===== src/rtl/iptp_pkg.sv =====
// ----------------------------------------------------------------------------
// iptp_pkg
// Types, codes and character constants shared by the IPv4 range text parser.
// ----------------------------------------------------------------------------
package iptp_pkg;

    localparam logic [7:0] CH_DOT   = 8'h2E;
    localparam logic [7:0] CH_SLASH = 8'h2F;
    localparam logic [7:0] CH_DASH  = 8'h2D;
    localparam logic [7:0] CH_ZERO  = 8'h30;
    localparam logic [7:0] CH_NINE  = 8'h39;
    localparam logic [7:0] CH_SPACE = 8'h20;
    localparam logic [7:0] CH_TAB   = 8'h09;
    localparam logic [7:0] CH_CR    = 8'h0D;

    localparam logic [8:0] OCTET_MAX    = 9'd255;
    localparam logic [8:0] OCTET_SAT    = 9'd256;
    localparam logic [5:0] PREFIX_MAX   = 6'd32;
    localparam logic [5:0] PREFIX_SAT   = 6'd33;
    localparam logic [1:0] LAST_OCTET   = 2'd3;

    typedef enum logic [1:0] {
        PH_FIRST  = 2'd0,
        PH_PREFIX = 2'd1,
        PH_SECOND = 2'd2
    } phase_t;

    typedef enum logic [1:0] {
        KIND_SINGLE = 2'd0,
        KIND_CIDR   = 2'd1,
        KIND_DASH   = 2'd2
    } kind_t;

    typedef struct packed {
        logic [7:0] text_byte;
        logic       byte_present;
        logic       end_of_text;
    } in_word_t;

    typedef struct packed {
        logic        parse_ok;
        logic [1:0]  range_kind;
        logic [31:0] range_begin;
        logic [31:0] range_end;
        logic [5:0]  prefix_length;
    } out_word_t;

    // Running parser state carried from byte to byte.
    typedef struct packed {
        phase_t      phase;
        logic [8:0]  octet_value;
        logic [1:0]  octet_count;
        logic        digit_seen;
        logic        space_after_digit;
        logic [23:0] address_accum;
        logic [31:0] first_address;
        logic [5:0]  prefix_value;
        logic        error_seen;
        kind_t       form_kind;
    } parse_state_t;

    function automatic parse_state_t reset_state();
        parse_state_t s;
        s                   = '0;
        s.phase             = PH_FIRST;
        s.form_kind         = KIND_SINGLE;
        return s;
    endfunction

endpackage


===== src/rtl/iptp_byte_step.sv =====
// ----------------------------------------------------------------------------
// iptp_byte_step
// Applies one text byte to the parser state: digit accumulation with
// saturation, whitespace tracking, dot and delimiter handling.
// ----------------------------------------------------------------------------
module iptp_byte_step (
    input  iptp_pkg::parse_state_t cur,
    input  logic [7:0]             text_byte,
    input  logic                   byte_present,
    output iptp_pkg::parse_state_t nxt
);

    logic        is_space;
    logic        is_digit;
    logic [3:0]  digit;
    logic [11:0] octet_prod;
    logic [8:0]  prefix_prod;
    logic [31:0] closed_address;
    logic        close_bad;

    assign is_space = (text_byte == iptp_pkg::CH_SPACE) ||
                      ((text_byte >= iptp_pkg::CH_TAB) && (text_byte <= iptp_pkg::CH_CR));
    assign is_digit = (text_byte >= iptp_pkg::CH_ZERO) && (text_byte <= iptp_pkg::CH_NINE);
    // ASCII digits carry their value in the low nibble.
    assign digit    = text_byte[3:0];

    assign octet_prod  = {3'b000, cur.octet_value} * 12'd10 + {8'h00, digit};
    assign prefix_prod = {3'b000, cur.prefix_value} * 9'd10 + {5'b00000, digit};

    assign closed_address = {cur.address_accum, cur.octet_value[7:0]};
    assign close_bad      = !cur.digit_seen || (cur.octet_count != iptp_pkg::LAST_OCTET);

    always_comb
    begin
        nxt = cur;
        if (byte_present)
        begin
            if (is_space)
            begin
                if (cur.digit_seen)
                begin
                    nxt.space_after_digit = 1'b1;
                end
            end
            else if (is_digit)
            begin
                if (cur.space_after_digit)
                begin
                    nxt.error_seen = 1'b1;
                end
                nxt.digit_seen = 1'b1;
                if (cur.phase == iptp_pkg::PH_PREFIX)
                begin
                    if ((cur.prefix_value > iptp_pkg::PREFIX_MAX) ||
                        (prefix_prod > {3'b000, iptp_pkg::PREFIX_MAX}))
                    begin
                        nxt.error_seen   = 1'b1;
                        nxt.prefix_value = iptp_pkg::PREFIX_SAT;
                    end
                    else
                    begin
                        nxt.prefix_value = prefix_prod[5:0];
                    end
                end
                else
                begin
                    if ((cur.octet_value > iptp_pkg::OCTET_MAX) ||
                        (octet_prod > {3'b000, iptp_pkg::OCTET_MAX}))
                    begin
                        nxt.error_seen  = 1'b1;
                        nxt.octet_value = iptp_pkg::OCTET_SAT;
                    end
                    else
                    begin
                        nxt.octet_value = octet_prod[8:0];
                    end
                end
            end
            else if (text_byte == iptp_pkg::CH_DOT)
            begin
                if ((cur.phase == iptp_pkg::PH_PREFIX) || !cur.digit_seen ||
                    (cur.octet_count == iptp_pkg::LAST_OCTET))
                begin
                    nxt.error_seen = 1'b1;
                end
                else
                begin
                    nxt.address_accum = {cur.address_accum[15:0], cur.octet_value[7:0]};
                    nxt.octet_count   = cur.octet_count + 2'd1;
                end
                nxt.octet_value       = '0;
                nxt.digit_seen        = 1'b0;
                nxt.space_after_digit = 1'b0;
            end
            else if ((text_byte == iptp_pkg::CH_SLASH) || (text_byte == iptp_pkg::CH_DASH))
            begin
                if (cur.phase != iptp_pkg::PH_FIRST)
                begin
                    nxt.error_seen = 1'b1;
                end
                else
                begin
                    nxt.first_address     = closed_address;
                    nxt.error_seen        = cur.error_seen || close_bad;
                    nxt.address_accum     = '0;
                    nxt.octet_count       = '0;
                    nxt.octet_value       = '0;
                    nxt.digit_seen        = 1'b0;
                    nxt.space_after_digit = 1'b0;
                    if (text_byte == iptp_pkg::CH_SLASH)
                    begin
                        nxt.phase     = iptp_pkg::PH_PREFIX;
                        nxt.form_kind = iptp_pkg::KIND_CIDR;
                    end
                    else
                    begin
                        nxt.phase     = iptp_pkg::PH_SECOND;
                        nxt.form_kind = iptp_pkg::KIND_DASH;
                    end
                end
            end
            else
            begin
                nxt.error_seen = 1'b1;
            end
        end
    end

endmodule


===== src/rtl/iptp_finish.sv =====
// ----------------------------------------------------------------------------
// iptp_finish
// Builds the result word at end of text: closes the last address, applies
// the prefix mask or orders the dash range, and zeroes a failed result.
// ----------------------------------------------------------------------------
module iptp_finish (
    input  iptp_pkg::parse_state_t st,
    output iptp_pkg::out_word_t    result
);

    logic [31:0] closed_address;
    logic        close_bad;
    logic [5:0]  plen;
    logic [31:0] mask;
    logic [31:0] lo;
    logic [31:0] hi;
    logic [5:0]  plen_out;
    logic        bad;

    assign closed_address = {st.address_accum, st.octet_value[7:0]};
    assign close_bad      = !st.digit_seen || (st.octet_count != iptp_pkg::LAST_OCTET);
    assign plen = (st.prefix_value > iptp_pkg::PREFIX_MAX) ? iptp_pkg::PREFIX_MAX
                                                           : st.prefix_value;
    // A shift by the full width clears the word, so a /32 gives an all-ones mask.
    assign mask = ~(32'hFFFF_FFFF >> plen);

    always_comb
    begin
        lo       = closed_address;
        hi       = closed_address;
        plen_out = '0;
        bad      = st.error_seen;
        case (st.phase)
            iptp_pkg::PH_FIRST:
            begin
                bad = st.error_seen || close_bad;
            end
            iptp_pkg::PH_PREFIX:
            begin
                bad      = st.error_seen || !st.digit_seen ||
                           (st.prefix_value > iptp_pkg::PREFIX_MAX);
                plen_out = plen;
                lo       = st.first_address & mask;
                hi       = (st.first_address & mask) | ~mask;
            end
            default:
            begin
                bad = st.error_seen || close_bad;
                if (st.first_address < closed_address)
                begin
                    lo = st.first_address;
                    hi = closed_address;
                end
                else
                begin
                    lo = closed_address;
                    hi = st.first_address;
                end
            end
        endcase

        if (bad)
        begin
            result = '0;
        end
        else
        begin
            result.parse_ok      = 1'b1;
            result.range_kind    = st.form_kind;
            result.range_begin   = lo;
            result.range_end     = hi;
            result.prefix_length = plen_out;
        end
    end

endmodule


===== src/rtl/ipv4_range_text_parser_unit.sv =====
// Result path: an end_of_text word moves from the input register to the result
// register once that is free. Throughput: one text byte per cycle except while an
// ending word waits for the result register; the per-byte state update is one
// multiply-by-ten-add and a compare on the octet or prefix register.
// A waiting result does not stop bytes that end no text from flowing.
// Reset (rst_n low, asynchronous) empties both stages and clears the parser state.
// ----------------------------------------------------------------------------
// ipv4_range_text_parser_unit
// Input register, parser state register and result register around the
// byte step and finish logic.
// ----------------------------------------------------------------------------
module ipv4_range_text_parser_unit (
    input  logic                clk,
    input  logic                rst_n,
    input  logic                in_valid,
    output logic                in_ready,
    input  iptp_pkg::in_word_t  in_word,
    output logic                out_valid,
    input  logic                out_ready,
    output iptp_pkg::out_word_t out_word
);

    logic                   s1_valid_reg;
    logic                   s1_valid_next;
    iptp_pkg::in_word_t     s1_word_reg;
    iptp_pkg::parse_state_t state_reg;
    iptp_pkg::parse_state_t state_next;
    iptp_pkg::parse_state_t stepped;
    iptp_pkg::out_word_t    result;
    logic                   out_valid_reg;
    logic                   out_valid_next;
    iptp_pkg::out_word_t    out_word_reg;
    logic                   out_free;
    logic                   s1_go;
    logic                   s1_emit;

    iptp_byte_step u_step (
        .cur          (state_reg),
        .text_byte    (s1_word_reg.text_byte),
        .byte_present (s1_word_reg.byte_present),
        .nxt          (stepped)
    );

    iptp_finish u_finish (
        .st     (stepped),
        .result (result)
    );

    // Only a word that ends a text needs room in the result register.
    assign out_free = !out_valid_reg || out_ready;
    assign s1_go    = s1_valid_reg && (!s1_word_reg.end_of_text || out_free);
    assign s1_emit  = s1_go && s1_word_reg.end_of_text;
    assign in_ready = !s1_valid_reg || s1_go;

    always_comb
    begin
        s1_valid_next  = s1_valid_reg;
        state_next     = state_reg;
        out_valid_next = out_valid_reg;
        if (in_ready)
        begin
            s1_valid_next = in_valid;
        end
        if (s1_go)
        begin
            state_next = s1_word_reg.end_of_text ? iptp_pkg::reset_state() : stepped;
        end
        if (s1_emit)
        begin
            out_valid_next = 1'b1;
        end
        else if (out_ready)
        begin
            out_valid_next = 1'b0;
        end
    end

    always_ff @(posedge clk or negedge rst_n)
    begin
        if (!rst_n)
        begin
            s1_valid_reg  <= 1'b0;
            out_valid_reg <= 1'b0;
            state_reg     <= iptp_pkg::reset_state();
        end
        else
        begin
            s1_valid_reg  <= s1_valid_next;
            out_valid_reg <= out_valid_next;
            state_reg     <= state_next;
        end
    end

    always_ff @(posedge clk)
    begin
        if (in_valid && in_ready)
        begin
            s1_word_reg <= in_word;
        end
        if (s1_emit)
        begin
            out_word_reg <= result;
        end
    end

    assign out_valid = out_valid_reg;
    assign out_word  = out_word_reg;

    // The input stalls only behind an ending word that waits for the result register.
    a_stall_cause: assert property (@(posedge clk) disable iff (!rst_n)
        !in_ready |-> (s1_valid_reg && s1_word_reg.end_of_text && out_valid_reg && !out_ready))
        else $error("input stalled without a blocked end of text");

    // Every end of text leaves the parser in its reset state.
    a_state_cleared: assert property (@(posedge clk) disable iff (!rst_n)
        s1_emit |=> (state_reg == iptp_pkg::reset_state()))
        else $error("parser state not cleared after end of text");

    // A failed result carries nothing but zeros.
    a_fail_zero: assert property (@(posedge clk) disable iff (!rst_n)
        (out_valid && !out_word.parse_ok) |->
            (out_word.range_kind == iptp_pkg::KIND_SINGLE && out_word.range_begin == 32'h0 &&
             out_word.range_end == 32'h0 && out_word.prefix_length == 6'd0))
        else $error("failed result is not all zero");

    // A good range is ordered, and only CIDR reports a prefix.
    a_ok_ordered: assert property (@(posedge clk) disable iff (!rst_n)
        (out_valid && out_word.parse_ok) |->
            (out_word.range_begin <= out_word.range_end &&
             out_word.prefix_length <= iptp_pkg::PREFIX_MAX &&
             (out_word.range_kind == iptp_pkg::KIND_CIDR || out_word.prefix_length == 6'd0)))
        else $error("inconsistent successful result");

endmodule

===== config.mk =====
export PLATFORM = sky130hd
export DESIGN_NAME = ipv4_range_text_parser_unit
export DESIGN_NICKNAME = d
export VERILOG_FILES = /design/src/rtl/iptp_pkg.sv /design/src/rtl/iptp_byte_step.sv /design/src/rtl/iptp_finish.sv /design/src/rtl/ipv4_range_text_parser_unit.sv
export SDC_FILE = /design/constraint.sdc
export NUM_CORES = 1
export LEC_CHECK = 0
export BUFFER_PORTS_ARGS = -buffer_cell sky130_fd_sc_hd__buf_2
export CORE_MARGIN = 2
export CORE_UTILIZATION = 40
export DETAILED_ROUTE_END_ITERATION = 12
export PLACE_DENSITY = 0.63
export SLEW_MARGIN = 5
export SYNTH_ARGS = -nofsm -noshare
export SYNTH_HDL_FRONTEND = slang
export SYNTH_HIERARCHICAL = 1
export SYNTH_SLANG_ARGS = --single-unit

===== constraint.sdc =====
create_clock -name clk -period 8.2 [get_ports clk]
set_clock_uncertainty 0.15 [all_clocks]
set_input_delay 0 -clock clk [delete_from_list [all_inputs] [get_ports clk]]
set_output_delay 0 -clock clk [all_outputs]
set_load 0.1 [all_outputs]

==> impl_metrics.tcl, run 1 <==
set metrics [dict create \
    tns_ns 0 \
    cp_cell_sequence "or4b_1 > a21oi_1 > o21ai_1 > and2_1 > nand3_4 > mux2_2 > ha_1 > a21o_1 > a221o_1 > a221oi_4 > and2_2 > buf_4 > o211ai_1 > a31oi_1" \
    diodes 0 \
    ys_ff_latch 165 \
    yosys.area.top_type "edfxtp_1" \
    grt_overflow 0 \
    start_util_pct 40.5 \
    final_cell_count_no_fill 1991 \
    grt_pass1_wl_um 67100 \
    cts-root-buf "clkbuf_16" \
    num-nets-final 1608 \
    antenna_found_initial 0 \
    worst_path_max_delay_cell "and2_2" \
    seq_area_frac_synth_pct 33.5 \
    tightest_slew_ns 1.24 \
    fp.dieH_um 188 \
    coreArea_um2 33400 \
    cpLargestDelayFamily "simple AND/OR/NAND/NOR gates" \
    syn_area_um2 13500 \
    combPwrFrac_pct 16.0 \
    htreeDepth 4 \
    setup_viol 0 \
    cts_setup_buffers 0 \
    relSlewSlack_pct 17.4 \
    ant_nets 0 \
    wire_per_inst_um 21.6 \
    ys.flop_type "edfxtp_1" \
    endpoint_kind "register" \
    power.leakage_nw 5.77 \
    cts_tree "yes" \
    clkTransAtPathRegs_ns 0.08 \
    clkLatencyLatePin_ns 0.45 \
    vias 12800 \
    syn_inst 1527 \
    worstSetupPathType "reg2reg" \
    critPathRequiredTime_ns 8.34 \
    grt_use_total_pct 23.9 \
    avgSynthCellArea_um2 8.87 \
    clockBufferDepth 2 \
    finalHoldViolCount 0 \
    die-area_um2 35400 \
    status "completed" \
    rows 67 \
    dpl.cell_count 1946 \
    r2r-start "s1_word_reg[3]$_DFFE_PP_" \
    hold_class "in2reg" \
    start_kind "register" \
    switching_share_pct 31.2 \
    ys_types 77 \
    grt_max_degree 137 \
    yosysMostFrequentCell "nand2_1" \
    fin_crit_sh_pct 78.7 \
    place_hpwl_um 27100 \
    clkSinkCount 165 \
    fmax_ghz 0.155 \
    p_seq_share_pct 44.2 \
    totalWireLength_um 43000 \
    critPathMaxFanout 44 \
    synthArstFlopShare_pct 49.7 \
    die_x_um 188 \
    syn_nets 1605 \
    p_per_area_nw_per_um2 141 \
    grt_pass1_vias 11800 \
    critPathMaxStageDelay_ns 0.91 \
    port_buffers 88 \
    worst_ir_drop_vdd_uv 160 \
    drc 0 \
    layout-drive-gt1-share_pct 12.8 \
    min_period_ns 6.45 \
    cts_buffers 17 \
    fill_cells 3229 \
    p_int_mw 1.42 \
    drt_pass1_iterations 6 \
    viasPerCell 6.44 \
    yosys.area.top_type_share_pct 18.4 \
    rsz0062_at_grt "false" \
    netlist_top_cells_count "nand2_1, nand3_1, nand2b_1, nor2_1" \
    synth_edf_count 83 \
    areaGrowthSynthToFinish_pct 8.44 \
    slew_viol_final 0 \
    top_level_ports 89 \
    largest_reg_flops 80 \
    drv_cap 0 \
    drtIter0Drc 1523 \
    arrival_ns 6.59 \
    synth_area_leaders "edfxtp_1, dfrtp_1, ha_1, nand4b_1, nand3b_1" \
    hold_start "in_word[1]" \
    pwr-share-clk_pct 39.8 \
    startpoint "s1_word_reg[3]$_DFFE_PP_" \
    synth_warnings 6 \
    p_switching_mw 0.644 \
    worst-path-buf-inv 1 \
    place_congestion 0.875 \
]
## final cells by class
class	count	area, um2	area share (%)
clock buffer	20	447	3.04
clock inverter	12	130	0.886
inverter	59	221	1.51
multi-input combinational	1159	8010	54.5
sequential	165	4550	31.0
tap	448	561	3.82
timing repair buffer	128	776	5.28
## through the flow
step / power [mW] / instance area, um2 / setup WS [ns] / util [%] / hold slack (ns)
after floorplan: 1.19 / 13500 / 2.80 / - / -0.446
after global placement: 1.25 / 14000 / 1.95 / 41.8 / -0.237
after detailed placement: 1.25 / 14000 / 1.91 / 41.8 / -0.239
after CTS: 2.08 / 14700 / 1.89 / 43.9 / 0.0859
after global routing: 2.13 / 14700 / 1.46 / 43.9 / 0.0985
final: 2.07 / 14700 / 1.75 / 43.9 / 0.102
## placed cells by master (no fill, tap or decap), types with 60 or more instances in the layout
| cell | instances |
|---|---|
| nand2_1 | 99 |
| ha_1 | 60 |
| nand4b_1 | 81 |
| nand3b_1 | 83 |
| nand3_1 | 94 |
| edfxtp_1 | 83 |
| nor2_1 | 85 |
| buf_2 | 87 |
| o211ai_1 | 74 |
| dfrtp_1 | 80 |
| a31oi_1 | 82 |
| nand2b_1 | 89 |
| o21ai_0 | 68 |
## layer usage
| metal | GRT usage, % | vias to the layer above | share of wire (%) |
|---|---|---|---|
| li1 | - | 5792 | - |
| met1 | 33.2 | 6260 | 44 |
| met2 | 36.4 | 670 | 44 |
| met3 | 4.62 | 95 | 8.9 |
| met4 | 9.72 | 0 | 3.2 |
| met5 | 0 | - | 0 |
## cell families after synthesis
kind of cell    share of synthesized area [%]
compound gates                           22.9
flops                                    33.5
xor+xnor                                 1.10
mux                                      2.82
buf+inv                                  7.79
simple gates                             25.7
fa+ha+maj                                6.13
## timing repair
action	in CTS	in global routing
hold endpoints to repair	97	0
hold buffers	13	0
gates resized for setup	0	0
## power by group through the flow
stage / sequential (mW) / combinational, mW / clock [mW]
2_1_floorplan: 1.03 / 0.163 / 0
4_1_cts: 0.914 / 0.328 / 0.837
5_1_grt: 0.916 / 0.345 / 0.867
3_3_place_gp: 0.930 / 0.321 / 0
3_5_place_dp: 0.931 / 0.323 / 0
6_report: 0.914 / 0.331 / 0.823
## final timing paths
check,end,slack [ns],depth (start not counted)
hold / removal,s1_word_reg[1]$_DFFE_PP_,0.10,2
min in group asynchronous,state_reg[34]$_DFFE_PN0P_,0.19,3
max in group asynchronous,s1_valid_reg$_DFFE_PN0P_,6.55,3
setup reg to reg,out_word[63]$_DFFE_PP_,1.75,14
setup / recovery,out_word[63]$_DFFE_PP_,1.75,14
hold reg to reg,state_reg[26]$_DFFE_PN0P_,0.36,2
(Power assumes the default switching activity.)
==> run 2: changes to the inputs <==
--- a/config.mk
+++ b/config.mk
@@ -9,7 +9,7 @@
 export CORE_MARGIN = 2
 export CORE_UTILIZATION = 40
 export DETAILED_ROUTE_END_ITERATION = 12
-export PLACE_DENSITY = 0.63
+export PLACE_DENSITY = 0.65
 export SLEW_MARGIN = 5
 export SYNTH_ARGS = -nofsm -noshare
 export SYNTH_HDL_FRONTEND = slang
==> constraint.sdc (replaced) <==
create_clock -name clk -period 5.3 [get_ports clk]
set_clock_uncertainty 0.15 [all_clocks]
set_input_delay 0 -clock clk [delete_from_list [all_inputs] [get_ports clk]]
set_output_delay 0 -clock clk [all_outputs]
set_load 0.1 [all_outputs]
==> run 2 against run 1 <==
Compared with the run above: the flow now finishes with violations (negative setup slack); sequential power up 54%; die area unchanged; count of clock-buffer cells in the layout up 3; non-clock buffer count up 60; first-iteration DRC count up 16%; register-to-register slack worse by 1.8 ns; global-route usage up 0.25 points; clock power up 56%.
==> impl_metrics.tcl, run 2 (synthesis gave the netlist of run 1 again) <==
set metrics [dict create \
    status "complete, but fails checks" \
    layout-drive-gt1-share_pct 18.0 \
    worstSetupPathType "reg2reg" \
    failed_checks "negative setup slack" \
    slew_viol_final 0 \
    start_util_pct 40.5 \
    port_buffers 88 \
    p_per_area_nw_per_um2 212 \
    fp.dieH_um 188 \
    cts_tree "yes" \
    grt_max_degree 140 \
    rows 67 \
    fmax_ghz 0.187 \
    cts-root-buf "clkbuf_16" \
    num-nets-final 1669 \
    largest_reg_flops 80 \
    place_ws_ns -0.0957 \
    cts_buffers 17 \
    viasPerCell 6.37 \
    setup_viol 8 \
    top_level_ports 89 \
    stdcell_area_um2 15600 \
    holdWs_ns 0.0954 \
    place_hpwl_um 28500 \
    start_kind "register" \
    power.leakage_nw 6.20 \
    coreArea_um2 33400 \
    fill_cells 3158 \
    grt_pass1_vias 12000 \
    fin_ws_ns -0.0496 \
    clkSinkCount 165 \
    clkLatencyLatePin_ns 0.47 \
    arrival_ns 5.34 \
    hold_class "in2reg" \
    die-area_um2 35400 \
    die_x_um 188 \
    critPathMaxFanout 24 \
    areaGrowthSynthToFinish_pct 15.1 \
    vias 13100 \
    wire_per_inst_um 21.4 \
    htreeDepth 4 \
    grt_pass1_wl_um 67700 \
    place_congestion 0.934 \
    clkTransAtPathRegs_ns 0.08 \
    drc 0 \
    grt_use_total_pct 24.1 \
    diodes 0 \
    min_period_ns 5.35 \
    antenna_found_initial 1 \
    rsz0062_at_grt "true" \
    clockBufferDepth 2 \
    layout_common_cells "nand2_1, nand3_1, nand2b_1, buf_2, nor2_1" \
    totalWireLength_um 44000 \
    tns_ns -0.178 \
    drt_pass1_iterations 6 \
    drv_cap 0 \
    finalHoldViolCount 0 \
    worst_ir_drop_vdd_uv 254 \
    critPathRequiredTime_ns 5.29 \
    grt_overflow 0 \
    tightest_slew_ns 1.20 \
    ant_nets 0 \
    place_area_um2 14500 \
    fin_crit_sh_pct 101 \
    power_mw 3.30 \
    relSlewSlack_pct 20.0 \
    drtIter0Drc 1760 \
    endpoint_kind "register" \
    final_common_cell "nand2_1" \
    r2r_slack_ns -0.05 \
]
[run 2: changes by cell type in the layout (fill, tap and decap cells not counted), sizes merged]
cell,change
buf,+56
clkbuf,+7
clkinvlp,-6
inv,+3
bufinv,-1
clkinv,+1
o31a,+1
[run 2: per-layer routing]
layer  track usage (%)  share of wire (%)  routed length (um)  vias up
li1                  -                  -                   -     5933
met1              34.6                 43               19000     6305
met2              34.5                 43               19000      733
met3              6.31                 10                4440      108
met4              9.27                3.4                1490        0
met5                 0                  0                   0        -
[run 2: layout make-up]
cell class	instances	area, um2	share of cell area, %
clock buffers	23	489	3.14
inverters	59	221	1.42
repair buffers	188	1450	9.27
flip-flops and latches	165	4550	29.2
multi-input cells	1160	8240	52.8
well taps	448	561	3.60
clock inverters	9	88.8	0.570
[run 2: where the power goes]
group          switching [mW]  internal (mW)
clock network           0.578          0.705
registers              0.0241           1.38
logic                   0.432          0.183
total                    1.03           2.27
[run 2: worst paths after layout]
check	startpoint	to	cells after the start
setup / recovery	state_reg[72]$_DFFE_PN0P_	out_word[35]$_DFFE_PP_	20
hold / removal	in_word[0]	s1_word_reg[0]$_DFFE_PP_	2
min in group asynchronous	rst_n	state_reg[34]$_DFFE_PN0P_	3
hold reg to reg	state_reg[40]$_DFFE_PN0P_	state_reg[40]$_DFFE_PN0P_	2
max in group asynchronous	rst_n	s1_valid_reg$_DFFE_PN0P_	3
setup reg to reg	state_reg[72]$_DFFE_PN0P_	out_word[35]$_DFFE_PP_	20
[run 2: what timing repair did]
| item | in CTS | in global routing |
|---|---|---|
| pin swaps | 5 | 35 |
| buffers inserted | 2 | 2 |
| endpoints found under the setup margin | 63 | 64 |
| cloned | 0 | 6 |
| hold endpoints to repair | 103 | 0 |
| resized for setup | 10 | 34 |
| hold buffers | 13 | 0 |
[run 2: worst max-delay path, cell delays in order (launching register included)]
cell	delay, ns
dfrtp_1	0.42
ha_4	0.26
ha_4	0.16
fa_2	0.40
a211oi_2	0.23
o21bai_1	0.14
and3_1	0.20
or4_4	0.47
a211oi_4	0.29
o31a_1	0.20
buf_4	0.13
a32o_1	0.21
inv_2	0.09
ha_1	0.19
a211o_1	0.25
a31oi_1	0.19
o311a_4	0.25
o31a_4	0.26
buf_12	0.20
a2bb2oi_1	0.20
a31oi_1	0.13
[run 2: through the flow]
step | cells | util, %
2_1_floorplan | 1527 | -
3_3_place_gp | 1997 | 43.3
3_5_place_dp | 1997 | 43.3
4_1_cts | 2044 | 45.6
5_1_grt | 2052 | 46.6
6_report | 2052 | 46.6
